### config.mk
export PLATFORM = sky130hd
export DESIGN_NAME = spectral_peak_track_features
export DESIGN_NICKNAME = d
export VERILOG_FILES = /design/src/rtl/core/sptf_pkg.sv /design/src/rtl/core/spectral_peak_track_features.sv
export VERILOG_INCLUDE_DIRS = /design/src /design/src/rtl/core
export SDC_FILE = /design/constraint.sdc
export NUM_CORES = 2
export LEC_CHECK = 0
export ABC_AREA = 0
export BUFFER_PORTS_ARGS = -buffer_cell sky130_fd_sc_hd__buf_4
export CAP_MARGIN = 20
export CORE_ASPECT_RATIO = 1.25
export CORE_MARGIN = 8
export CORE_UTILIZATION = 49
export CTS_CLUSTER_DIAMETER = 120
export DETAILED_ROUTE_END_ITERATION = 8
export PLACE_DENSITY = 0.67
export SKIP_CTS_REPAIR_TIMING = 1
export SYNTH_ARGS = -nofsm -noshare
export SYNTH_HDL_FRONTEND = slang
export SYNTH_SLANG_ARGS = --single-unit
### constraint.sdc
create_clock -name clk -period 39.2 [get_ports clk]
set_input_delay 1.96 -clock clk [delete_from_list [all_inputs] [get_ports clk]]
set_output_delay 1.96 -clock clk [all_outputs]
set_load 0.02 [all_outputs]
### src/rtl/core/spectral_peak_track_features_assert.svh
// Assertion macros used by the spectral peak tracker RTL
`ifndef SPECTRAL_PEAK_TRACK_FEATURES_ASSERT_SVH
`define SPECTRAL_PEAK_TRACK_FEATURES_ASSERT_SVH

// Check that cons holds in the same cycle as ante
`define SPTF_ASSERT_NOW(label, clk, rst_n, ante, cons) \
	label: assert property (@(posedge clk) disable iff (!(rst_n)) (ante) |-> (cons)) \
		else $error("sptf assertion failed");

// Check that cons holds in the cycle after ante
`define SPTF_ASSERT_NEXT(label, clk, rst_n, ante, cons) \
	label: assert property (@(posedge clk) disable iff (!(rst_n)) (ante) |=> (cons)) \
		else $error("sptf assertion failed");

`endif

### src/rtl/core/sptf_pkg.sv
// Constants and types for the spectral peak tracker
`default_nettype none

package sptf_pkg;

	localparam int unsigned HOP       = 32;
	localparam int unsigned MAX_BINS  = 256;

	localparam int unsigned BIN_W     = $clog2(MAX_BINS);
	localparam int unsigned CNT_W     = $clog2(MAX_BINS + 1);
	localparam int unsigned MAG_W     = 32;
	localparam int unsigned FREQ_W    = 24;
	localparam int unsigned POS_W     = 32;
	localparam int unsigned FRAME_W   = 27;
	localparam int unsigned BWID_W    = 16;
	localparam int unsigned SCNT_W    = 32;
	localparam int unsigned CFG_W     = 32;
	localparam int unsigned CFG_IDX_W = 1;

	// product of bin number and bin width, at least one bit above a frequency
	localparam int unsigned PROD_W =
		(BIN_W + BWID_W > FREQ_W) ? (BIN_W + BWID_W) : (FREQ_W + 1);

	localparam logic [FREQ_W-1:0] FREQ_MAX   = {FREQ_W{1'b1}};
	localparam logic [FREQ_W-1:0] STEP_RESET = FREQ_W'(1000000);

	typedef enum logic [CFG_IDX_W-1:0] {
		REG_BIN_WIDTH    = 1'b0,
		REG_SAMPLE_COUNT = 1'b1
	} reg_idx_t;

endpackage

`default_nettype wire

### src/rtl/core/spectral_peak_track_features.sv
// Spectral peak tracker: per-frame peak bin and running call features
//
//  channel | direction | handshake           | payload
//  in      | sink      | in_valid / in_stall | magnitude, last_bin, new_call
//  out     | source    | out_valid/out_stall | peak_freq ... centre_valid
//  cfg     | sink      | cfg_we              | cfg_index, cfg_data
//
// One bin is accepted per cycle while in_stall is low; three register stages
// (input, peak bin, frame frequency) lead to the feature update and the result
// register, so a frame's result is registered after its last bin passes them.
// Reset clears all control, configuration and running feature state.
// A held result stalls the frame-end feature stage and the full stages behind
// it; bins that end no frame keep flowing into the empty stages.
`default_nettype none

module spectral_peak_track_features (
	input  wire logic                                clk,
	input  wire logic                                arst_n,
	input  wire logic                                in_valid,
	output logic                                     in_stall,
	input  wire logic [sptf_pkg::MAG_W-1:0]          magnitude,
	input  wire logic                                last_bin,
	input  wire logic                                new_call,
	output logic                                     out_valid,
	input  wire logic                                out_stall,
	output logic [sptf_pkg::FREQ_W-1:0]              peak_freq,
	output logic [sptf_pkg::POS_W-1:0]               frame_pos,
	output logic [sptf_pkg::FREQ_W-1:0]              max_freq,
	output logic [sptf_pkg::POS_W-1:0]               max_freq_pos,
	output logic [sptf_pkg::FREQ_W-1:0]              min_freq,
	output logic [sptf_pkg::POS_W-1:0]               min_freq_pos,
	output logic [sptf_pkg::FREQ_W-1:0]              bandwidth,
	output logic [sptf_pkg::FREQ_W-1:0]              char_freq,
	output logic [sptf_pkg::FREQ_W-1:0]              centre_freq,
	output logic                                     centre_valid,
	input  wire logic                                cfg_we,
	input  wire logic [sptf_pkg::CFG_IDX_W-1:0]      cfg_index,
	input  wire logic [sptf_pkg::CFG_W-1:0]          cfg_data
);

	`include "spectral_peak_track_features_assert.svh"

	// configuration
	logic [sptf_pkg::BWID_W-1:0] bin_width_q;
	logic [sptf_pkg::SCNT_W-1:0] sample_count_q;

	// stage 1: registered input transaction
	logic                        v_s1;
	logic [sptf_pkg::MAG_W-1:0]  mag_s1;
	logic                        last_s1;
	logic                        fresh_s1;

	// bin tracking state
	logic [sptf_pkg::CNT_W-1:0]  bin_cnt_q;
	logic [sptf_pkg::MAG_W-1:0]  best_mag_q;
	logic [sptf_pkg::BIN_W-1:0]  best_bin_q;

	// stage 2: peak bin so far in the frame
	logic                        v_s2;
	logic [sptf_pkg::BIN_W-1:0]  bin_s2;
	logic                        last_s2;
	logic                        fresh_s2;

	// stage 3: frame frequency
	logic                        v_s3;
	logic [sptf_pkg::FREQ_W-1:0] freq_s3;
	logic                        last_s3;
	logic                        fresh_s3;

	// running feature state
	logic [sptf_pkg::FRAME_W-1:0] frame_q;
	logic [sptf_pkg::FREQ_W-1:0]  max_seen_q;
	logic [sptf_pkg::POS_W-1:0]   max_pos_q;
	logic [sptf_pkg::FREQ_W-1:0]  min_seen_q;
	logic [sptf_pkg::POS_W-1:0]   min_pos_q;
	logic [sptf_pkg::FREQ_W-1:0]  prev_freq_q;
	logic [sptf_pkg::FREQ_W-1:0]  least_step_q;
	logic [sptf_pkg::FREQ_W-1:0]  char_held_q;
	logic [sptf_pkg::FREQ_W-1:0]  centre_held_q;
	logic                         centre_done_q;

	// result register
	logic                         out_valid_q;
	logic [sptf_pkg::FREQ_W-1:0]  peak_freq_q;
	logic [sptf_pkg::POS_W-1:0]   frame_pos_q;
	logic [sptf_pkg::FREQ_W-1:0]  max_freq_q;
	logic [sptf_pkg::POS_W-1:0]   max_freq_pos_q;
	logic [sptf_pkg::FREQ_W-1:0]  min_freq_q;
	logic [sptf_pkg::POS_W-1:0]   min_freq_pos_q;
	logic [sptf_pkg::FREQ_W-1:0]  bandwidth_q;
	logic [sptf_pkg::FREQ_W-1:0]  char_freq_q;
	logic [sptf_pkg::FREQ_W-1:0]  centre_freq_q;
	logic                         centre_valid_q;

	// flow control
	logic out_ready;
	logic en3;
	logic en2;
	logic en1;
	logic fire1;
	logic fire3;

	// a non-final bin leaves stage 3 without needing the result register
	assign out_ready = !out_valid_q || !out_stall;
	assign en3       = !v_s3 || !last_s3 || out_ready;
	assign en2       = !v_s2 || en3;
	assign en1       = !v_s1 || en2;
	assign in_stall  = !en1;
	assign fire1     = v_s1 && en2;
	assign fire3     = v_s3 && en3;

	// write configuration registers
	always_ff @(posedge clk or negedge arst_n) begin
		if (!arst_n) begin
			bin_width_q    <= '0;
			sample_count_q <= '0;
		end else if (cfg_we) begin
			unique case (sptf_pkg::reg_idx_t'(cfg_index))
				sptf_pkg::REG_BIN_WIDTH:    bin_width_q    <= cfg_data[sptf_pkg::BWID_W-1:0];
				sptf_pkg::REG_SAMPLE_COUNT: sample_count_q <= cfg_data[sptf_pkg::SCNT_W-1:0];
			endcase
		end
	end

	// capture the input transaction
	always_ff @(posedge clk or negedge arst_n) begin
		if (!arst_n) begin
			v_s1 <= 1'b0;
		end else if (en1) begin
			v_s1 <= in_valid;
		end
	end

	always_ff @(posedge clk) begin
		if (en1 && in_valid) begin
			mag_s1   <= magnitude;
			last_s1  <= last_bin;
			fresh_s1 <= new_call;
		end
	end

	// track the first strictly largest bin of the frame
	logic [sptf_pkg::CNT_W-1:0] cnt_eff;
	logic [sptf_pkg::MAG_W-1:0] best_mag_eff;
	logic [sptf_pkg::BIN_W-1:0] best_bin_eff;
	logic [sptf_pkg::CNT_W-1:0] cnt_nx;
	logic [sptf_pkg::MAG_W-1:0] best_mag_nx;
	logic [sptf_pkg::BIN_W-1:0] best_bin_nx;

	always_comb begin
		cnt_eff      = fresh_s1 ? '0 : bin_cnt_q;
		best_mag_eff = fresh_s1 ? '0 : best_mag_q;
		best_bin_eff = fresh_s1 ? '0 : best_bin_q;
		cnt_nx       = cnt_eff;
		best_mag_nx  = best_mag_eff;
		best_bin_nx  = best_bin_eff;
		if (cnt_eff < sptf_pkg::CNT_W'(sptf_pkg::MAX_BINS)) begin
			if (mag_s1 > best_mag_eff) begin
				best_mag_nx = mag_s1;
				best_bin_nx = cnt_eff[sptf_pkg::BIN_W-1:0];
			end
			cnt_nx = cnt_eff + sptf_pkg::CNT_W'(1);
		end
	end

	always_ff @(posedge clk or negedge arst_n) begin
		if (!arst_n) begin
			bin_cnt_q  <= '0;
			best_mag_q <= '0;
			best_bin_q <= '0;
		end else if (fire1) begin
			if (last_s1) begin
				bin_cnt_q  <= '0;
				best_mag_q <= '0;
				best_bin_q <= '0;
			end else begin
				bin_cnt_q  <= cnt_nx;
				best_mag_q <= best_mag_nx;
				best_bin_q <= best_bin_nx;
			end
		end
	end

	// advance to the multiply stage
	always_ff @(posedge clk or negedge arst_n) begin
		if (!arst_n) begin
			v_s2 <= 1'b0;
		end else if (en2) begin
			v_s2 <= v_s1;
		end
	end

	always_ff @(posedge clk) begin
		if (fire1) begin
			bin_s2   <= best_bin_nx;
			last_s2  <= last_s1;
			fresh_s2 <= fresh_s1;
		end
	end

	// form the peak frequency, saturated to the field width
	logic [sptf_pkg::PROD_W-1:0] prod;
	logic [sptf_pkg::FREQ_W-1:0] freq_nx;

	always_comb begin
		prod    = sptf_pkg::PROD_W'(bin_s2) * sptf_pkg::PROD_W'(bin_width_q);
		freq_nx = (prod > sptf_pkg::PROD_W'(sptf_pkg::FREQ_MAX)) ?
			sptf_pkg::FREQ_MAX : prod[sptf_pkg::FREQ_W-1:0];
	end

	always_ff @(posedge clk or negedge arst_n) begin
		if (!arst_n) begin
			v_s3 <= 1'b0;
		end else if (en3) begin
			v_s3 <= v_s2;
		end
	end

	always_ff @(posedge clk) begin
		if (v_s2 && en3) begin
			freq_s3  <= freq_nx;
			last_s3  <= last_s2;
			fresh_s3 <= fresh_s2;
		end
	end

	// update the call features at frame end
	logic [sptf_pkg::FRAME_W-1:0] frame_eff;
	logic [sptf_pkg::FREQ_W-1:0]  max_eff;
	logic [sptf_pkg::POS_W-1:0]   max_pos_eff;
	logic [sptf_pkg::FREQ_W-1:0]  min_eff;
	logic [sptf_pkg::POS_W-1:0]   min_pos_eff;
	logic [sptf_pkg::FREQ_W-1:0]  prev_eff;
	logic [sptf_pkg::FREQ_W-1:0]  least_eff;
	logic [sptf_pkg::FREQ_W-1:0]  char_eff;
	logic [sptf_pkg::FREQ_W-1:0]  centre_eff;
	logic                         done_eff;
	logic [63:0]                  pos_full;
	logic [sptf_pkg::POS_W-1:0]   pos;
	logic [sptf_pkg::POS_W+2:0]   pos_x5;
	logic [sptf_pkg::POS_W+2:0]   scnt_x3;
	logic [sptf_pkg::POS_W:0]     pos_x2;
	logic [sptf_pkg::FREQ_W-1:0]  step;
	logic [sptf_pkg::FRAME_W-1:0] frame_nx;
	logic [sptf_pkg::FREQ_W-1:0]  max_nx;
	logic [sptf_pkg::POS_W-1:0]   max_pos_nx;
	logic [sptf_pkg::FREQ_W-1:0]  min_nx;
	logic [sptf_pkg::POS_W-1:0]   min_pos_nx;
	logic [sptf_pkg::FREQ_W-1:0]  prev_nx;
	logic [sptf_pkg::FREQ_W-1:0]  least_nx;
	logic [sptf_pkg::FREQ_W-1:0]  char_nx;
	logic [sptf_pkg::FREQ_W-1:0]  centre_nx;
	logic                         done_nx;
	logic [sptf_pkg::FREQ_W-1:0]  bw_nx;

	always_comb begin
		// a new call clears the running features before this transaction
		frame_eff   = fresh_s3 ? '0 : frame_q;
		max_eff     = fresh_s3 ? '0 : max_seen_q;
		max_pos_eff = fresh_s3 ? '0 : max_pos_q;
		min_eff     = fresh_s3 ? sptf_pkg::FREQ_MAX : min_seen_q;
		min_pos_eff = fresh_s3 ? '0 : min_pos_q;
		prev_eff    = fresh_s3 ? '0 : prev_freq_q;
		least_eff   = fresh_s3 ? sptf_pkg::STEP_RESET : least_step_q;
		char_eff    = fresh_s3 ? '0 : char_held_q;
		centre_eff  = fresh_s3 ? '0 : centre_held_q;
		done_eff    = fresh_s3 ? 1'b0 : centre_done_q;

		pos_full = 64'(frame_eff) * 64'(sptf_pkg::HOP);
		pos      = pos_full[sptf_pkg::POS_W-1:0];
		pos_x5   = (sptf_pkg::POS_W+3)'(pos) + (sptf_pkg::POS_W+3)'({pos, 2'b00});
		scnt_x3  = (sptf_pkg::POS_W+3)'(sample_count_q)
			+ (sptf_pkg::POS_W+3)'({sample_count_q, 1'b0});
		pos_x2   = {pos, 1'b0};
		step     = (freq_s3 >= prev_eff) ? (freq_s3 - prev_eff) : (prev_eff - freq_s3);

		frame_nx   = frame_eff;
		max_nx     = max_eff;
		max_pos_nx = max_pos_eff;
		min_nx     = min_eff;
		min_pos_nx = min_pos_eff;
		prev_nx    = prev_eff;
		least_nx   = least_eff;
		char_nx    = char_eff;
		centre_nx  = centre_eff;
		done_nx    = done_eff;

		if (last_s3) begin
			frame_nx = frame_eff + sptf_pkg::FRAME_W'(1);
			if (freq_s3 > max_eff) begin
				max_nx     = freq_s3;
				max_pos_nx = pos;
			end
			if (freq_s3 < min_eff) begin
				min_nx     = freq_s3;
				min_pos_nx = pos;
			end
			// least step after the sixty percent point
			if (pos_x5 > scnt_x3 && step < least_eff) begin
				least_nx = step;
				char_nx  = freq_s3;
			end
			// centre is the frame before the first one past the half point
			if (!done_eff && pos_x2 > (sptf_pkg::POS_W+1)'(sample_count_q)) begin
				centre_nx = prev_eff;
				done_nx   = 1'b1;
			end
			prev_nx = freq_s3;
		end

		bw_nx = (max_nx >= min_nx) ? (max_nx - min_nx) : '0;
	end

	always_ff @(posedge clk or negedge arst_n) begin
		if (!arst_n) begin
			frame_q       <= '0;
			max_seen_q    <= '0;
			max_pos_q     <= '0;
			min_seen_q    <= sptf_pkg::FREQ_MAX;
			min_pos_q     <= '0;
			prev_freq_q   <= '0;
			least_step_q  <= sptf_pkg::STEP_RESET;
			char_held_q   <= '0;
			centre_held_q <= '0;
			centre_done_q <= 1'b0;
		end else if (fire3) begin
			frame_q       <= frame_nx;
			max_seen_q    <= max_nx;
			max_pos_q     <= max_pos_nx;
			min_seen_q    <= min_nx;
			min_pos_q     <= min_pos_nx;
			prev_freq_q   <= prev_nx;
			least_step_q  <= least_nx;
			char_held_q   <= char_nx;
			centre_held_q <= centre_nx;
			centre_done_q <= done_nx;
		end
	end

	// load the result register, hold it while stalled
	always_ff @(posedge clk or negedge arst_n) begin
		if (!arst_n) begin
			out_valid_q <= 1'b0;
		end else if (out_ready) begin
			out_valid_q <= fire3 && last_s3;
		end
	end

	always_ff @(posedge clk) begin
		if (fire3 && last_s3) begin
			peak_freq_q    <= freq_s3;
			frame_pos_q    <= pos;
			max_freq_q     <= max_nx;
			max_freq_pos_q <= max_pos_nx;
			min_freq_q     <= min_nx;
			min_freq_pos_q <= min_pos_nx;
			bandwidth_q    <= bw_nx;
			char_freq_q    <= char_nx;
			centre_freq_q  <= centre_nx;
			centre_valid_q <= done_nx;
		end
	end

	assign out_valid    = out_valid_q;
	assign peak_freq    = peak_freq_q;
	assign frame_pos    = frame_pos_q;
	assign max_freq     = max_freq_q;
	assign max_freq_pos = max_freq_pos_q;
	assign min_freq     = min_freq_q;
	assign min_freq_pos = min_freq_pos_q;
	assign bandwidth    = bandwidth_q;
	assign char_freq    = char_freq_q;
	assign centre_freq  = centre_freq_q;
	assign centre_valid = centre_valid_q;

	// a frame's result always has min at or below max
	`SPTF_ASSERT_NOW(a_min_le_max, clk, arst_n, out_valid_q, min_freq_q <= max_freq_q)
	// centre stays zero until it is found
	`SPTF_ASSERT_NOW(a_centre_zero, clk, arst_n, out_valid_q && !centre_valid_q, centre_freq_q == '0)
	// the bin counter saturates at the frame size limit
	`SPTF_ASSERT_NOW(a_bin_cnt_max, clk, arst_n, 1'b1, bin_cnt_q <= sptf_pkg::CNT_W'(sptf_pkg::MAX_BINS))
	// input stalls only with held transactions in stages one and two
	`SPTF_ASSERT_NOW(a_stall_full, clk, arst_n, in_stall, v_s1 && v_s2)
	// a held characteristic frequency implies a step below the reset value
	`SPTF_ASSERT_NOW(a_char_step, clk, arst_n, char_held_q != '0, least_step_q < sptf_pkg::STEP_RESET)

endmodule

`default_nettype wire

==> qor.yml <==
outcome: "completed"
power_density_nw_per_um2: 60.4
grtUsageTotal_pct: 23.3
holdPathStages: 2
ys_types: 93
slowest_stage: "and2_1"
yosys-top-cells-area: "edfxtp_1 23%, dfrtp_1 19%, ha_1 9.9%"
final_core_util_pct: 56.3
min_from: "min_seen_q[0]$_DFFE_PN1P_"
holdCritPathClass: "flop to flop"
finalWirelength_um: 107000
avgViaCountPerCell: 5.61
dieArea_sq_um: 90400
postSynth.asyncResetShare_pct: 52.4
synth_ff_type: "edfxtp_1"
critPathRequiredTime_ns: 39.71
rsz0062_at_grt: "false"
drt_iter0_drc: 2071
root_buffer: "clkbuf_16"
post-place-ws_ns: 30.38
worst-path-stages: 30
cap_violations: 0
insertion_delay_ns: 0.64
cts.path.max_buffers: 3
r2r_start: "fresh_s3$_DFFE_PP_"
rows: 116
slew-limit-headroom_pct: 30.2
layout_min_cycle_time_ns: 8.92
grt_max_degree: 134
drive_gt1_share_pct: 14.5
drc: 0
path_buf_inv: 4
max_stage_delay_ns: 0.83
yosys.area.top_type: "edfxtp_1"
synth_common_cells: "583 x nand2_1, 313 x ha_1, 306 x dfrtp_1, 306 x edfxtp_1, 282 x nor2_1"
critPathKind: "flop to flop"
syn_area_per_cell_sq_um: 10.0
worst_clock_skew_ns: 0.0290
path_clk_slew_ns: 0.06
placedCellCount: 5180
cts_buffers: 67
ys_seq_area_share_pct: 44.5
r2r_setup_slack_ns: 30.28
synthToLayoutAreaGrowth_pct: 13.6
synthCells: 3966
cts_sinks: 643
arrival_ns: 9.43
worst_setup_path_end_kind: "flop"
port_buffers: 309
coreArea_sq_um: 80100
die_w_um: 271
max_freq_mhz: 112
hold_path_end: "min_seen_q[0]$_DFFE_PN1P_"
fin_total_pwr_uw: 2720
hpwl_um: 78700
nets: 4661
drt_first_pass_iters: 5
yosysWarnings: 0
finalHoldViolCount: 0
grt_antenna_before_repair: 3
worst_pin_slew_ns: 1.05
grt.overflow.total: 0
grt_pass1_vias: 29352
yosysMostFrequentCell: "nand2_1"
synth_enable_flop_cells: 306
start_util_pct: 49.5
drv_slew: 0
power.leakage_uw: 0.0204
yosysTopAreaCellShare_pct: 23.2
die_h_um: 334
gp_congestion: 0.919
finalCritPeriodShare_pct: 22.7
setup_viol: 0
critPathTopFamily: "compound AO/OA/AOI/OAI gates"
ir_drop_uv: 39.3
startpoint_type: "flop"
io_pins: 315
synth.ff_latch_count: 643
r2r_cells: 30
final_antenna_net_count: 0
final_cells: 5306
worstReg2RegEnd: "least_step_q[3]$_DFFE_PN0P_"
grt_pass1_wl_um: 169000
htreeDepth: 3
syn_area_sq_um: 39700
avgRoutedWirePerCell_um: 20.2
num_vias: 29757
tns_ns: 0
setup_ws_ns: 30.28
cts_tree: "built"
critPathMaxFanout: 69
[worst max-delay path by stage]
stage | startpoint | endpoint | slack, ns
finish | fresh_s3$_DFFE_PP_ | least_step_q[3]$_DFFE_PN0P_ | 30.28
global route | fresh_s3$_DFFE_PP_ | least_step_q[13]$_DFFE_PN0P_ | 29.68
CTS | fresh_s3$_DFFE_PP_ | least_step_q[13]$_DFFE_PN0P_ | 30.31
detailed placement | fresh_s3$_DFFE_PP_ | least_step_q[3]$_DFFE_PN0P_ | 30.38
global placement | fresh_s3$_DFFE_PP_ | least_step_q[3]$_DFFE_PN0P_ | 30.53
floorplan | out_stall | frame_q[25]$_DFFE_PN0P_ | 23.40
[per-layer routing]
metal	wire, um	share of wire [%]	vias to the layer above	track usage (%)
met5	13	0.012	-	0
met3	6800	6.3	157	4.49
met1	46000	43	14422	30.2
li1	-	-	14312	-
met2	51600	48	864	39.4
met4	3050	2.8	2	7.42
[worst reg2reg max path, delay by kind of cell (launching register included)]
kind                     cells  cell delay [ns]
multiplexers                 2             0.55
flip-flops                   1             0.46
adder cells (fa/ha/maj)      2             0.81
buffers and inverters        4             2.01
XOR/XNOR                     1             0.19
AO/OA/AOI/OAI               15             2.99
AND/OR/NAND/NOR              6             1.78
[kinds of logic (layout without fill, tap and decap cells)]
| logic type | count (synthesis) | in the layout | synth area share, % |
|---|---|---|---|
| AO/OA/AOI/OAI | 885 | 885 | 14.5 |
| XOR/XNOR | 143 | 143 | 3.16 |
| adder cells (fa/ha/maj) | 410 | 410 | 14.5 |
| buffers and inverters | 455 | 728 | 4.57 |
| flip-flops | 643 | 643 | 44.5 |
| multiplexers | 158 | 158 | 4.28 |
| other | 1 | 6 | 0.00945 |
| AND/OR/NAND/NOR | 1271 | 1271 | 14.5 |
[placed cells by master, fill, tap and decap left out, drive strengths merged, types with 20 or more instances in the layout]
cell     count
clkinv      20
and3        31
and2       106
inv        250
a22o        65
ha         313
nand2b      25
dfrtp      306
mux2i       76
o21a        21
o2bb2ai     24
edfxtp     306
xor2        53
dfstp       31
o21ai      214
buf        358
nor3        46
nor2b       62
nand3       44
nor2       282
fa          88
nand2      583
o31ai       35
a31oi       22
clkbuf      91
mux2        82
a211oi      24
nand4       41
xnor2       90
a21oi      258
a21o       110
[registers in the layout, summed over array words and instances (netlist names), 27 cells and up]
register / flops
min_pos_q: 32
max_freq_pos: 32
best_mag_q: 32
min_freq_pos: 32
max_pos_q: 32
frame_q: 27
frame_pos: 27
sample_count_q: 32
mag_s1: 32
[layout make-up]
type,count,area [sq um]
clock inverters,33,362
well taps,1062,1330
clock buffers,91,1810
diodes,1,2.50
repair buffers,358,2720
multi-input cells,2872,20300
fillers,7021,35000
inverters,246,926
flip-flops and latches,643,17700
[power breakdown]
group	leakage, uW	switching (uW)	internal (uW)	total (uW)
clock	0.00105	279	357	636
sequential	0.00737	72.3	825	898
combinational	0.0120	722	468	1190
total	0.0204	1070	1650	2720
[per-stage QoR]
step / hold WS, ns / instance area [sq um]
2_1_floorplan: 0.400 / 39700
3_3_place_gp: 0.447 / 42900
3_5_place_dp: 0.451 / 42900
4_1_cts: 0.460 / 45100
5_1_grt: 0.492 / 45100
6_report: 0.459 / 45100
Power figures use the tool's default switching activity.
